**config.mk**
```make
export PLATFORM = sky130hd
export DESIGN_NAME = argb_layer_compositor_flat
export DESIGN_NICKNAME = d
export VERILOG_FILES = /design/src/rtl/alc_pkg.sv /design/src/rtl/alc_if.sv /design/src/rtl/argb_layer_compositor.sv /design/src/flat_wrapper.sv
export SDC_FILE = /design/constraint.sdc
export NUM_CORES = 1
export LEC_CHECK = 0
export ABC_AREA = 1
export BUFFER_PORTS_ARGS = -buffer_cell sky130_fd_sc_hd__buf_2
export CAP_MARGIN = 20
export CORE_MARGIN = 2
export CORE_UTILIZATION = 41
export CTS_BUF_LIST = sky130_fd_sc_hd__clkbuf_8
export DETAILED_ROUTE_END_ITERATION = 8
export MAX_ROUTING_LAYER = met4
export PLACE_DENSITY = 0.58
export SYNTH_ARGS = -nofsm -noshare
export SYNTH_HDL_FRONTEND = slang
export SYNTH_SLANG_ARGS = --single-unit
```
**constraint.sdc**
```tcl
create_clock -name clock -period 18.2 [get_ports clock]
set_input_delay 0 -clock clock [delete_from_list [all_inputs] [get_ports clock]]
set_output_delay 0 -clock clock [all_outputs]
set_load 0.1 [all_outputs]
```
**src/rtl/alc_pkg.sv**
```systemverilog
// alc_pkg: shared widths, constants and the per-pixel source-over blend
// for the ARGB layer compositor. No dependencies.
`default_nettype none

package alc_pkg;

   localparam int unsigned PixelWidth = 32;
   localparam int unsigned ChanWidth  = 8;
   localparam int unsigned ColorLanes = 3;

   localparam logic [ChanWidth-1:0] ChanMax     = 8'd255;
   localparam logic [ChanWidth-1:0] AlphaOpaque = 8'hFF;

   typedef logic [PixelWidth-1:0] pixel_type;
   typedef logic [ChanWidth-1:0]  chan_type;

   // floor(x / 255) for x <= 255*255; exact over that range
   function automatic chan_type div255(input logic [15:0] x);
      logic [16:0] t;
      t = {1'b0, x} + {9'd0, x[15:8]} + 17'd1;
      return t[15:8];
   endfunction

   // out = floor((s*a + d*(255-a)) / 255) per color lane; alpha forced opaque
   function automatic pixel_type blend_over(input pixel_type dst, input pixel_type src);
      chan_type    a;
      chan_type    na;
      logic [15:0] sum;
      pixel_type   res;
      a   = src[31:24];
      na  = ChanMax - a;
      res = '0;
      for (int i = 0; i < ColorLanes; i++) begin
         // s*a + d*(255-a) never exceeds 255*255, fits 16 bits
         sum = 16'(src[i*ChanWidth +: ChanWidth] * a)
             + 16'(dst[i*ChanWidth +: ChanWidth] * na);
         res[i*ChanWidth +: ChanWidth] = div255(sum);
      end
      res[31:24] = AlphaOpaque;
      return res;
   endfunction

endpackage

`default_nettype wire

```
**src/rtl/alc_if.sv**
```systemverilog
// Stream interfaces of the ARGB layer compositor: layer items in, composites out.
// Depends on alc_pkg.
`default_nettype none

interface alc_req_if;
   logic               valid;
   logic               ready;
   alc_pkg::pixel_type layer_pixel;
   logic               is_base;
   logic               is_final_layer;
   logic               end_of_line;

   modport source (output valid, layer_pixel, is_base, is_final_layer, end_of_line,
                   input ready);
   modport sink   (input valid, layer_pixel, is_base, is_final_layer, end_of_line,
                   output ready);
endinterface

interface alc_rsp_if;
   logic               valid;
   logic               ready;
   alc_pkg::pixel_type composite_pixel;
   logic               line_end;

   modport source (output valid, composite_pixel, line_end, input ready);
   modport sink   (input valid, composite_pixel, line_end, output ready);
endinterface

`default_nettype wire

```
**src/rtl/argb_layer_compositor.sv**
```systemverilog
// ARGB8888 layer compositor top level: input register, blend into accumulator,
// result register. Depends on alc_pkg and the alc_req_if / alc_rsp_if interfaces.
//
// Usage:
//   req_chan carries one layer pixel per transfer. is_base loads the pixel
//   into the accumulator as is; any other item blends source-over onto the
//   accumulator (alpha of the blend forced to 0xFF). An item with
//   is_final_layer set makes one rsp_chan transfer holding the accumulator
//   after that item, with line_end copied from its end_of_line. Other items
//   make no transfer. The accumulator keeps its value after a composite leaves.
//   Path: a final item passes through the input register and is then written
//   to the result register, from which it is offered on rsp_chan.
//   Throughput: one layer item per cycle while no final item waits for the
//   result slot. The blend of one layer onto the accumulator (six 8x8 products
//   plus an exact divide by 255) is combinational between input register and
//   accumulator, which is what allows back-to-back layers of the same pixel.
//   Stall: while rsp_chan.ready is low and a composite is waiting, non-final
//   items keep flowing; a final item waits in the input register and then
//   req_chan.ready drops.
//   Reset (synchronous, active high): both registers empty, accumulator zero.
`default_nettype none

module argb_layer_compositor (
   input  wire logic clock,
   input  wire logic reset,
   alc_req_if.sink   req_chan,
   alc_rsp_if.source rsp_chan
);
   import alc_pkg::*;

   // input register
   logic      in_valid_ff, in_valid_in;
   pixel_type in_pixel_ff;
   logic      in_base_ff;
   logic      in_final_ff;
   logic      in_eol_ff;

   // accumulator and result register
   pixel_type acc_ff, acc_in;
   logic      rsp_valid_ff, rsp_valid_in;
   pixel_type rsp_pixel_ff;
   logic      rsp_eol_ff;

   logic      advance;
   logic      req_take;

   // item in the input register moves on; a final one needs the result slot
   assign advance  = in_valid_ff && (!in_final_ff || !rsp_valid_ff || rsp_chan.ready);
   assign req_take = req_chan.valid && req_chan.ready;

   assign req_chan.ready = !in_valid_ff || advance;

   always_comb begin
      in_valid_in = in_valid_ff;
      if (req_take) begin
         in_valid_in = 1'b1;
      end else if (advance) begin
         in_valid_in = 1'b0;
      end
   end

   // base loads, anything else blends onto what the accumulator holds
   always_comb begin
      acc_in = acc_ff;
      if (advance) begin
         acc_in = in_base_ff ? in_pixel_ff : blend_over(acc_ff, in_pixel_ff);
      end
   end

   always_comb begin
      rsp_valid_in = rsp_valid_ff;
      if (advance && in_final_ff) begin
         rsp_valid_in = 1'b1;
      end else if (rsp_chan.ready) begin
         rsp_valid_in = 1'b0;
      end
   end

   always_ff @(posedge clock) begin
      if (reset) begin
         in_valid_ff  <= 1'b0;
         rsp_valid_ff <= 1'b0;
         acc_ff       <= '0;
      end else begin
         in_valid_ff  <= in_valid_in;
         rsp_valid_ff <= rsp_valid_in;
         acc_ff       <= acc_in;
      end
   end

   // payload registers, no reset
   always_ff @(posedge clock) begin
      if (req_take) begin
         in_pixel_ff <= req_chan.layer_pixel;
         in_base_ff  <= req_chan.is_base;
         in_final_ff <= req_chan.is_final_layer;
         in_eol_ff   <= req_chan.end_of_line;
      end
      if (advance && in_final_ff) begin
         rsp_pixel_ff <= acc_in;
         rsp_eol_ff   <= in_eol_ff;
      end
   end

   assign rsp_chan.valid           = rsp_valid_ff;
   assign rsp_chan.composite_pixel = rsp_pixel_ff;
   assign rsp_chan.line_end        = rsp_eol_ff;

   // a final item leaving the input register always fills the result slot
   a_final_fills_rsp: assert property (@(posedge clock) disable iff (reset)
      advance && in_final_ff |=> rsp_valid_ff)
      else $error("final item did not produce a composite");

   // a blended layer always leaves an opaque accumulator
   a_blend_opaque: assert property (@(posedge clock) disable iff (reset)
      advance && !in_base_ff |=> acc_ff[31:24] == AlphaOpaque)
      else $error("blended accumulator alpha not opaque");

   // a base item loads the accumulator verbatim
   a_base_loads: assert property (@(posedge clock) disable iff (reset)
      advance && in_base_ff |=> acc_ff == $past(in_pixel_ff))
      else $error("base item not loaded into accumulator");

   // accumulator only changes when an item advances
   a_acc_hold: assert property (@(posedge clock) disable iff (reset)
      !advance |=> $stable(acc_ff))
      else $error("accumulator changed without an item");

   // a held input item is not overwritten
   a_in_hold: assert property (@(posedge clock) disable iff (reset)
      in_valid_ff && !advance |=> in_valid_ff && $stable(in_pixel_ff))
      else $error("stalled input item lost");

endmodule

`default_nettype wire

```
**src/flat_wrapper.sv**
```systemverilog
// flat-port wrapper written by rule: the top's interface ports become plain ports
module argb_layer_compositor_flat import alc_pkg::*;
  (clock, reset, req_chan_valid, req_chan_layer_pixel, req_chan_is_base, req_chan_is_final_layer, req_chan_end_of_line, req_chan_ready, rsp_chan_valid, rsp_chan_composite_pixel, rsp_chan_line_end, rsp_chan_ready);
  alc_req_if req_chan_i ();
  alc_rsp_if rsp_chan_i ();
  input  wire logic clock;
  input  wire logic reset;
  input wire logic [$bits(req_chan_i.valid)-1:0] req_chan_valid;
  input wire logic [$bits(req_chan_i.layer_pixel)-1:0] req_chan_layer_pixel;
  input wire logic [$bits(req_chan_i.is_base)-1:0] req_chan_is_base;
  input wire logic [$bits(req_chan_i.is_final_layer)-1:0] req_chan_is_final_layer;
  input wire logic [$bits(req_chan_i.end_of_line)-1:0] req_chan_end_of_line;
  output wire logic [$bits(req_chan_i.ready)-1:0] req_chan_ready;
  output wire logic [$bits(rsp_chan_i.valid)-1:0] rsp_chan_valid;
  output wire logic [$bits(rsp_chan_i.composite_pixel)-1:0] rsp_chan_composite_pixel;
  output wire logic [$bits(rsp_chan_i.line_end)-1:0] rsp_chan_line_end;
  input wire logic [$bits(rsp_chan_i.ready)-1:0] rsp_chan_ready;
  assign req_chan_i.valid = req_chan_valid;
  assign req_chan_i.layer_pixel = req_chan_layer_pixel;
  assign req_chan_i.is_base = req_chan_is_base;
  assign req_chan_i.is_final_layer = req_chan_is_final_layer;
  assign req_chan_i.end_of_line = req_chan_end_of_line;
  assign req_chan_ready = req_chan_i.ready;
  assign rsp_chan_valid = rsp_chan_i.valid;
  assign rsp_chan_composite_pixel = rsp_chan_i.composite_pixel;
  assign rsp_chan_line_end = rsp_chan_i.line_end;
  assign rsp_chan_i.ready = rsp_chan_ready;
  argb_layer_compositor u_core (.clock(clock), .reset(reset), .req_chan(req_chan_i), .rsp_chan(rsp_chan_i));
endmodule
```
======== Word-level counts from Yosys, hierarchy flattened ========
Index checks and enable logic that the tools add are counted.
storage, ports and cells
  output and inout port bits .............. 35
  logic and storage cells ................. 42
  input bits .............................. 39
  register bits ........................... 102
operators by class
  multiply operators ...................... 6
  muxes and demuxes ....................... 6
  reductions and logical operators ........ 11
  $add $sub $neg .......................... 10
operators with widths
  cell                                            number
  multiplier 8 x 8 -> 16 bit                      6
  2-to-1 mux 32 bit                               2
  adder 16 x 1 -> 16 bit (second input constant)  3
  adder 16 bit                                    3
  adder 16 x 8 -> 16 bit                          3
  subtractor 8 bit (first input constant)         1
  2-to-1 mux 1 bit                                4
  nonzero test 2 bit                              2
  logical AND 1 bit                               3
  zero test 1 bit                                 3
  logical OR 1 bit                                3

======== Depth between registers and ports, before layout ========
Gate-level depths: netlist (run 1).
  depth in word-level cells ............... 7
  mapped depth ............................ 37
  mapped depth without buffers ............ 35

======== Worst setup path after synthesis (run 1) ========
Ideal clock, no wire load.
  path type ............................... reg-to-reg
  from .................................... reg u_core.in_pixel_ff[25]
  to ...................................... reg u_core.rsp_pixel_ff[15] (netlist: u_core.rsp_chan.composite_pixel[15]), data pin
  arrival ................................. 6.393 ns
  slack ................................... 11.554 ns
  buffers on the path ..................... 2
  library setup time ...................... 0.254 ns
  clock period less this slack ............ 6.646 ns
  data required time ...................... 17.946 ns
  cell stages (with the launch flop) ...... 32
  cell sequence ........................... edfxtp_1 -> clkbuf_1 -> clkbuf_1 -> nand2_1 -> fa_1 -> fa_1 -> inv_1 -> fa_1 -> fa_1 -> fa_1 -> inv_1 -> fa_1 -> inv_1 -> ha_1 -> a21oi_1 -> nand2_1 -> nand2_1 -> nand3_1 -> nand2_1 -> nand2_1 -> a21oi_1 -> xor2_1 -> ha_1 -> inv_1 -> nor2_1 -> nand3_1 -> nor3_1 -> nand2_1 -> nand3_1 -> nand3_1 -> nand2_1 -> nand2_1
between the ends
  cells in the longest elaborated chain, start to end .. 7
  elaborated cells on any way between the ends .. 8
  those cells by class .................... 4 x add/sub; 2 x mul; 2 x mux
ends and longest elaborated chain
  what                         RTL line                      text
  from (decl)                  argb_layer_compositor.sv:33   pixel_type in_pixel_ff;
  from (signal assigned)       argb_layer_compositor.sv:94   in_pixel_ff <= req_chan.layer_pixel;
  subtractor 8 bit             alc_pkg.sv:31                 na = ChanMax - a;
  multiplier 8 x 8 -> 16 bit   alc_pkg.sv:36                 + 16'(dst[i*ChanWidth +: ChanWidth] * na);
  adder 16 bit (*)             alc_pkg.sv:36
  adder 16 x 8 -> 16 bit (*)   alc_pkg.sv:20                 t = {1'b0, x} + {9'd0, x[15:8]} + 17'd1;
  adder 16 x 1 -> 16 bit (*)   alc_pkg.sv:20
  2-to-1 mux 32 bit (*)        argb_layer_compositor.sv:66   acc_in = in_base_ff ? in_pixel_ff : blend_over(acc_ff, in_pixel_ff);
  2-to-1 mux 32 bit (*)        argb_layer_compositor.sv:65   if (advance) begin
  named net u_core.acc_in[15]  argb_layer_compositor.sv:39   pixel_type acc_ff, acc_in;
  to (signal assigned)         argb_layer_compositor.sv:100  rsp_pixel_ff <= acc_in;
  to (decl)                    argb_layer_compositor.sv:41   pixel_type rsp_pixel_ff;
The timed path passes the listed nets; every way through them passes the cells marked *.
A chain may end at the register's enable or synchronous reset.

======== Final worst setup path (run 1) ========
  from .................................... reg u_core.in_pixel_ff[28]
  to ...................................... reg u_core.rsp_pixel_ff[6] (netlist: u_core.rsp_chan.composite_pixel[6]), data pin
Same word-level chain as after synthesis.

==> flow_summary_export.csv, run 1 <==
group,metric,value,unit
job,max_cap_violations,0,
timing,max_freq,132.7,MHz
route,route.detailed.drc,0,
floorplan,die_area,48710,µm²
logic_synthesis,synth_edf_count,68,
timing,fin_crit,7.533,ns
route,viasPerCell,4.854,
placement,place.gp.congestion,0.9252,
setup_path,start_kind,"register",
setup_path,cp_max_fo,35,
cts,path_clk_slew,0.15,ns
logic_synthesis,synth-async-reset-ratio,0,
cts,clk_path_buf_depth,2,
setup_path,slowest_delay,0.56,ns
grt,grt_pass1_wl,85.42,mm
timing,rsz0062_at_grt,"no",
cells_and_area,stdcell_count,3245,
timing,hold_viol,0,
timing,finalSetupViolations,0,
grt,grt_usage,0.2338,
cells_and_area,antenna_cells,0,
floorplan,design.portCount,74,
grt,grt_max_degree,57,
setup_path,end_kind,"register",
timing,slew_violations,0,
floorplan,dieHeight,220.7,µm
route,num_vias,15750,
floorplan,die_w,220.7,µm
hold_path,hold_class,"in2reg",
route,drt-total-wl,52.08,mm
cells_and_area,syn_to_final_growth,7.824,%
setup_path,critical_path.most_common_cell,"fa_1",
floorplan,core.rowCount,79,
cts,cts_resized,0,
grt,grt_pass1_vias,16407,
timing,tightest_slew,1.042,ns
logic_synthesis,ys.flop_type,"edfxtp_1",
logic_synthesis,synth_area,19250,µm²
logic_synthesis,synth-seq-area-share,0.1414,
setup_path,cp_slowest_cell,"fa_1",
cells_and_area,nets,3164,
cts,clk_latency,0.48,ns
timing,fin_skew,0.03181,ns
placement,dpl.hpwl,41.72,mm
cells_and_area,drive_gt1_frac,0.05572,
cts,root_buffer,"clkbuf_8",
logic_synthesis,yosysWarnings,0,
timing,relSlewSlack,0.3041,
logic_synthesis,avgSynthCellArea,7.471,µm²
setup_path,crit_arrival,7.77,ns
cts,cts_num_sinks,102,
logic_synthesis,syn_inst,2577,
placement,port_buffers,73,
route,firstDrtPassIters,5,
timing,min_period_over_period,0.4139,
grt,grt_overflow,0,
floorplan,coreArea,46460,µm²
cells_and_area,fillers,4776,
logic_synthesis,synth_cell_type_count,34,
setup_path,cp.required,18.43,ns
cts,htreeDepth,3,
timing,tns,0,ns
logic_synthesis,ys_ff_latch,102,
setup_path,critPathKind,"reg2reg",
timing,hold_slack,0.1517,ns
route,initialDrtViolationCount,893,
grt,antenna_found_initial,0,
route,ant_nets,0,
cts,cts-hold-fix-buffers,39,
placement,numPlacedInstances,3189,
cts,post-cts-setup-buffer-count,0,
setup_path,r2r_slack,10.67,ns
floorplan,start_util,0.4144,
cts,cts_tree,"yes",
cts,numCtsBuffers,9,
status,outcome,"completed",
route,wl_per_cell,16.05,µm
final timing paths:
path                                                        from                                           end  depth (start not counted)
worst max-delay path            u_core.in_pixel_ff[28]$_DFFE_PP_  u_core.rsp_chan.composite_pixel[6]$_DFFE_PP_                         29
worst min-delay path                                       reset                   u_core.acc_ff[0]$_SDFF_PP0_                          2
worst max register to register  u_core.in_pixel_ff[28]$_DFFE_PP_  u_core.rsp_chan.composite_pixel[6]$_DFFE_PP_                         29
worst min register to register        u_core.in_eol_ff$_DFFE_PP_            u_core.rsp_chan.line_end$_DFFE_PP_                          0
synthesized netlist by cell type, drive strengths merged (3+ instances only):
library cell | n | area [µm²]
nand2 | 674 | 2555
nand3 | 131 | 705.7
clkinv | 5 | 18.77
ha | 204 | 2552
xnor2 | 20 | 175.2
nand4 | 30 | 187.7
o21bai | 4 | 30.03
clkbuf | 67 | 251.5
dfxtp | 34 | 680.7
xor2 | 17 | 216.5
nor2 | 241 | 922.1
a211oi | 3 | 22.52
a21oi | 70 | 357.8
nand3b | 3 | 22.52
nor3 | 5 | 35.03
inv | 680 | 2552
fa | 288 | 5766
or2 | 5 | 31.28
edfxtp | 68 | 2042
o21ai | 14 | 70.07
buf | 12 | 48.79
cell type report:
cell class,count,area [µm²],area share
multi-input combinational,1713,13670,0.6583
sequential,102,2723,0.1311
inverter,685,2571,0.1239
timing repair buffer,122,843.3,0.04062
tap,607,759.5,0.03658
clock buffer,9,123.9,0.005967
clock inverter,7,72.57,0.003496
metrics by stage:
step	utilization	area (µm²)	worst slack, ns
after global routing	0.4469	20760	10.20
after global placement	0.4338	20150	10.77
after CTS	0.4464	20740	10.73
after detailed placement	0.4338	20150	10.75
after floorplan	-	19260	11.55
final	0.4469	20760	10.67
layer usage:
layer,track usage,routed length [µm],vias up
met5,-,0,-
met4,0.06244,1346,0
met3,0.02309,1893,70
met2,0.3997,25760,293
met1,0.2962,23080,7720
li1,-,-,7667
kinds of logic after synthesis:
family	Yosys count	share of synthesized area
DFF	102	0.1414
xor gates and xnor gates	37	0.02034
AOI/OAI and AO/OA	92	0.02528
other	1	0.0001948
and+or+nand+nor	1089	0.2316
buffers and inverters	764	0.1491
adders and majority gates	492	0.4320
worst max-delay path: cells and delay by family (launching register included):
family | cells | cell delay [ns]
AOI/OAI and AO/OA | 3 | 0.65
xor gates and xnor gates | 1 | 0.33
buffers and inverters | 5 | 0.90
and+or+nand+nor | 12 | 1.32
DFF | 1 | 0.38
adders and majority gates | 8 | 3.68
cell usage in the layout, fill, tap and decap left out, types with 5 or more instances in the layout:
master,Yosys,routed
inv_1,671,668
nand2_1,664,664
fa_1,288,288
nor2_1,236,236
ha_1,204,204
nand3_1,121,121
buf_2,3,73
a21oi_1,68,68
edfxtp_1,68,68
dlygate4sd3_1,0,39
dfxtp_1,34,34
nand4_1,30,30
xnor2_1,20,20
o21ai_0,14,14
inv_2,9,12
xor2_1,11,11
nand3_2,10,10
nand2_2,10,10
clkbuf_8,0,9
buf_4,0,9
clkinv_1,5,5
Power of run 1 is not shown: default switching activity piles up to over one toggle a cycle in this logic, so the estimate is an artifact.
==> run 2, diff against run 1 <==
==> constraint.sdc (replaced) <==
create_clock -name clock -period 7.7 [get_ports clock]
set_input_delay 0 -clock clock [delete_from_list [all_inputs] [get_ports clock]]
set_output_delay 0 -clock clock [all_outputs]
set_load 0.1 [all_outputs]
==> flow_summary_export.csv, run 2 (synthesis gave the netlist of run 1 again) <==
group,metric,value,unit
cts,cts_num_sinks,102,
grt,grt_pass1_wl,85.45,mm
route,ant_nets,0,
timing,tns,0,ns
hold_path,hold_class,"in2reg",
grt,grt_usage,0.2348,
setup_path,crit_arrival,7.44,ns
grt,grt_overflow,0,
timing,fin_skew,0.02887,ns
grt,met2_usage,0.3844,
cells_and_area,drive_gt1_frac,0.06649,
placement,place.gp.congestion,0.9326,
timing,max_freq,138.2,MHz
setup_path,cp_slowest_cell,"fa_1",
cts,htreeDepth,3,
timing,tightest_slew,1.035,ns
placement,port_buffers,73,
timing,slew_violations,0,
cts,cts_tree,"yes",
route,initialDrtViolationCount,913,
grt,grtUsageMet1,0.3098,
floorplan,core.rowCount,79,
grt,grt_pass1_vias,16363,
job,max_cap_violations,0,
setup_path,cp.required,7.90,ns
placement,dpl.hpwl,42.83,mm
route,viasPerCell,4.864,
setup_path,slowest_delay,0.55,ns
floorplan,die_w,220.7,µm
timing,relSlewSlack,0.3089,
grt,grt_use_met3,0.02378,
timing,finalSetupViolations,0,
route,firstDrtPassIters,5,
floorplan,die_area,48710,µm²
grt,grt_max_degree,57,
timing,fin_crit,7.237,ns
timing,rsz0062_at_grt,"no",
floorplan,coreArea,46460,µm²
cells_and_area,nets,3188,
floorplan,design.portCount,74,
placement,placedInstanceArea,20310,µm²
grt,antenna_found_initial,0,
route,drt-total-wl,52.72,mm
setup_path,critical_path.most_common_cell,"nand2_1",
cells_and_area,syn_to_final_growth,9.215,%
route,wl_per_cell,16.13,µm
cells_and_area,design_area,21030,µm²
cells_and_area,antenna_cells,0,
timing,min_period_over_period,0.9399,
timing,hold_viol,0,
cells_and_area,final_common_cell,"inv_1",
route,route.detailed.drc,0,
cells_and_area,layout_common_cells,"inv_1 (666), nand2_1 (664), fa_1 (288)",
cts,root_buffer,"clkbuf_8",
setup_path,cp_max_fo,37,
setup_path,end_kind,"register",
floorplan,dieHeight,220.7,µm
floorplan,start_util,0.4144,
route,num_vias,15899,
cts,clk_path_buf_depth,2,
status,outcome,"completed",
setup_path,start_kind,"register",
grt,busiest_layer,"met2",
setup_path,critPathKind,"reg2reg",
cts,numCtsBuffers,9,
cts,clk_latency,0.46,ns
cts,path_clk_slew,0.13,ns
run 2: per-stage QoR:
step | worst slack (ns) | hold slack (ns) | util | cells
2_1_floorplan | 1.054 | 0.09887 | - | 2579
3_3_place_gp | 0.2558 | 0.1775 | 0.4372 | 3207
3_5_place_dp | 0.2338 | 0.1781 | 0.4372 | 3207
4_1_cts | 0.1740 | 0.1371 | 0.4503 | 3262
5_1_grt | 0.02382 | 0.1687 | 0.4526 | 3269
6_report | 0.4631 | 0.1734 | 0.4526 | 3269
run 2: repair_timing:
action,in CTS,in global routing
hold buffers,39,0
setup endpoints to repair,0,37
endpoints found under the hold margin,37,0
buffers inserted,0,6
resized for setup,0,8
run 2: layer usage:
metal	up-vias	routed length, µm
li1	7728	-
met1	7766	24150
met2	341	25130
met3	64	2235
met4	0	1207
met5	-	0
run 2: area by class of cell:
class / instances / area, µm²
Fill cell: 4778 / 25430
Tap cell: 607 / 759.5
Multi-Input combinational cell: 1713 / 13670
Inverter: 685 / 2590
Sequential cell: 102 / 2723
Clock buffer: 9 / 123.9
Timing Repair Buffer: 146 / 1069
Clock inverter: 7 / 92.59
run 2: path summary, 6_finish.rpt:
check                                         from                                             to  slack [ns]  cells after the start
setup / recovery  u_core.in_pixel_ff[26]$_DFFE_PP_  u_core.rsp_chan.composite_pixel[15]$_DFFE_PP_        0.46                     30
hold / removal                               reset                   u_core.acc_ff[12]$_SDFF_PP0_        0.17                      2
setup reg to reg  u_core.in_pixel_ff[26]$_DFFE_PP_  u_core.rsp_chan.composite_pixel[15]$_DFFE_PP_        0.46                     30
hold reg to reg         u_core.in_eol_ff$_DFFE_PP_             u_core.rsp_chan.line_end$_DFFE_PP_        0.45                      0
run 2: worst max-delay path: cells and delay by family, from the launching register on:
family	cells	cell delay, ns
and+or+nand+nor	14	1.59
DFF	1	0.46
AOI/OAI and AO/OA	2	0.45
buffers and inverters	5	0.52
adders and majority gates	8	3.65
xor gates and xnor gates	1	0.31
Power of run 2 is left out for the same reason.
==> run 3, diff against run 2 <==
==> constraint.sdc (replaced) <==
create_clock -name clock -period 8.2 [get_ports clock]
set_input_delay 0 -clock clock [delete_from_list [all_inputs] [get_ports clock]]
set_output_delay 0 -clock clock [all_outputs]
set_load 0.1 [all_outputs]
==> flow_summary_export.csv, run 3 (synthesis gave the netlist of run 1 again) <==
group,metric,value,unit
setup_path,critPathKind,"reg2reg",
route,initialDrtViolationCount,907,
setup_path,slowest_delay,0.56,ns
route,route.detailed.drc,0,
cts,htreeDepth,3,
floorplan,die_area,48710,µm²
timing,max_freq,131.9,MHz
grt,grt_pass1_wl,85.20,mm
cts,path_clk_slew,0.12,ns
setup_path,cp_slowest_cell,"edfxtp_1",
route,drt-total-wl,52.07,mm
cts,numCtsBuffers,9,
setup_path,critical_path.most_common_cell,"nand2_1",
hold_path,hp-start,"reset",
grt,grt_usage,0.2329,
cells_and_area,antenna_cells,0,
floorplan,dieHeight,220.7,µm
setup_path,cp.required,8.40,ns
timing,hold_viol,0,
cells_and_area,layout_common_cells,"inv_1 (670), nand2_1 (664), fa_1 (288)",
timing,tightest_slew,1.052,ns
setup_path,crit_path_start,"u_core.in_pixel_ff[25]$_DFFE_PP_",
cells_and_area,nets,3175,
cts,post-cts-setup-buffer-count,0,
setup_path,cp_max_fo,31,
route,viasPerCell,4.853,
timing,min_period_over_period,0.9242,
cells_and_area,drive_gt1_frac,0.05927,
floorplan,coreArea,46460,µm²
timing,slew_violations,0,
timing,fin_crit,7.579,ns
setup_path,start_kind,"register",
placement,port_buffers,73,
grt,grt_overflow,0,
job,max_cap_violations,0,
status,outcome,"completed",
grt,grt_max_degree,47,
route,num_vias,15800,
setup_path,r2r-start,"u_core.in_pixel_ff[25]$_DFFE_PP_",
timing,finalSetupViolations,0,
timing,relSlewSlack,0.2974,
floorplan,die_w,220.7,µm
grt,grt_pass1_vias,16243,
route,firstDrtPassIters,7,
cts,cts_num_sinks,102,
cts,root_buffer,"clkbuf_8",
timing,rsz0062_at_grt,"no",
setup_path,end_kind,"register",
cells_and_area,syn_to_final_growth,8.227,%
cells_and_area,final_common_cell,"inv_1",
cts,clk_latency,0.46,ns
floorplan,design.portCount,74,
setup_path,crit_arrival,7.78,ns
timing,fin_skew,0.02787,ns
cts,cts_resized,0,
placement,place.gp.congestion,0.9039,
cts,clk_path_buf_depth,2,
cts,cts_tree,"yes",
route,wl_per_cell,15.99,µm
timing,tns,0,ns
grt,antenna_found_initial,0,
floorplan,core.rowCount,79,
floorplan,start_util,0.4144,
placement,dpl.hpwl,42.62,mm
cts,cts-hold-fix-buffers,38,
hold_path,hold_class,"in2reg",
route,ant_nets,0,
[run 3: cell type report]
class,instances,area [µm²]
clock inverter,7,70.07
clock buffer,9,123.9
timing repair buffer,133,923.4
sequential,102,2723
inverter,685,2571
tap,607,759.5
fill,4794,25620
multi-input combinational,1713,13670
[run 3: worst max-delay path, delay by kind of cell (launching register included)]
| family | cells | cell delay (ns) |
|---|---|---|
| buffers and inverters | 4 | 0.57 |
| and+or+nand+nor | 13 | 1.25 |
| adders and majority gates | 8 | 3.70 |
| DFF | 1 | 0.56 |
| AOI/OAI and AO/OA | 3 | 0.83 |
| xor gates and xnor gates | 1 | 0.35 |
[run 3: final timing paths]
kind / endpoint / slack [ns] / cells after the start
min reg2reg: u_core.rsp_chan.line_end$_DFFE_PP_ / 0.44 / 0
max reg2reg: u_core.rsp_chan.composite_pixel[22]$_DFFE_PP_ / 0.62 / 29
max: u_core.rsp_chan.composite_pixel[22]$_DFFE_PP_ / 0.62 / 29
min: u_core.acc_ff[20]$_SDFF_PP0_ / 0.14 / 2
[run 3: stage by stage]
stage	setup WS (ns)	hold slack, ns	cell area, µm²	cells	util
2_1_floorplan	1.554	0.09887	19260	2579	-
3_3_place_gp	0.7125	0.1772	20260	3202	0.4362
3_5_place_dp	0.6853	0.1781	20260	3202	0.4362
4_1_cts	0.6332	0.1134	20840	3256	0.4485
5_1_grt	0.1472	0.1536	20840	3256	0.4485
6_report	0.6213	0.1421	20840	3256	0.4485
[run 3: per-layer routing]
| layer | track usage | up-vias | part of all wire |
|---|---|---|---|
| li1 | - | 7687 | - |
| met5 | - | - | 0 |
| met3 | 0.02557 | 37 | 0.044 |
| met4 | 0.04356 | 0 | 0.012 |
| met2 | 0.3966 | 331 | 0.49 |
| met1 | 0.3024 | 7745 | 0.45 |
Power of run 3 is left out for the same reason.
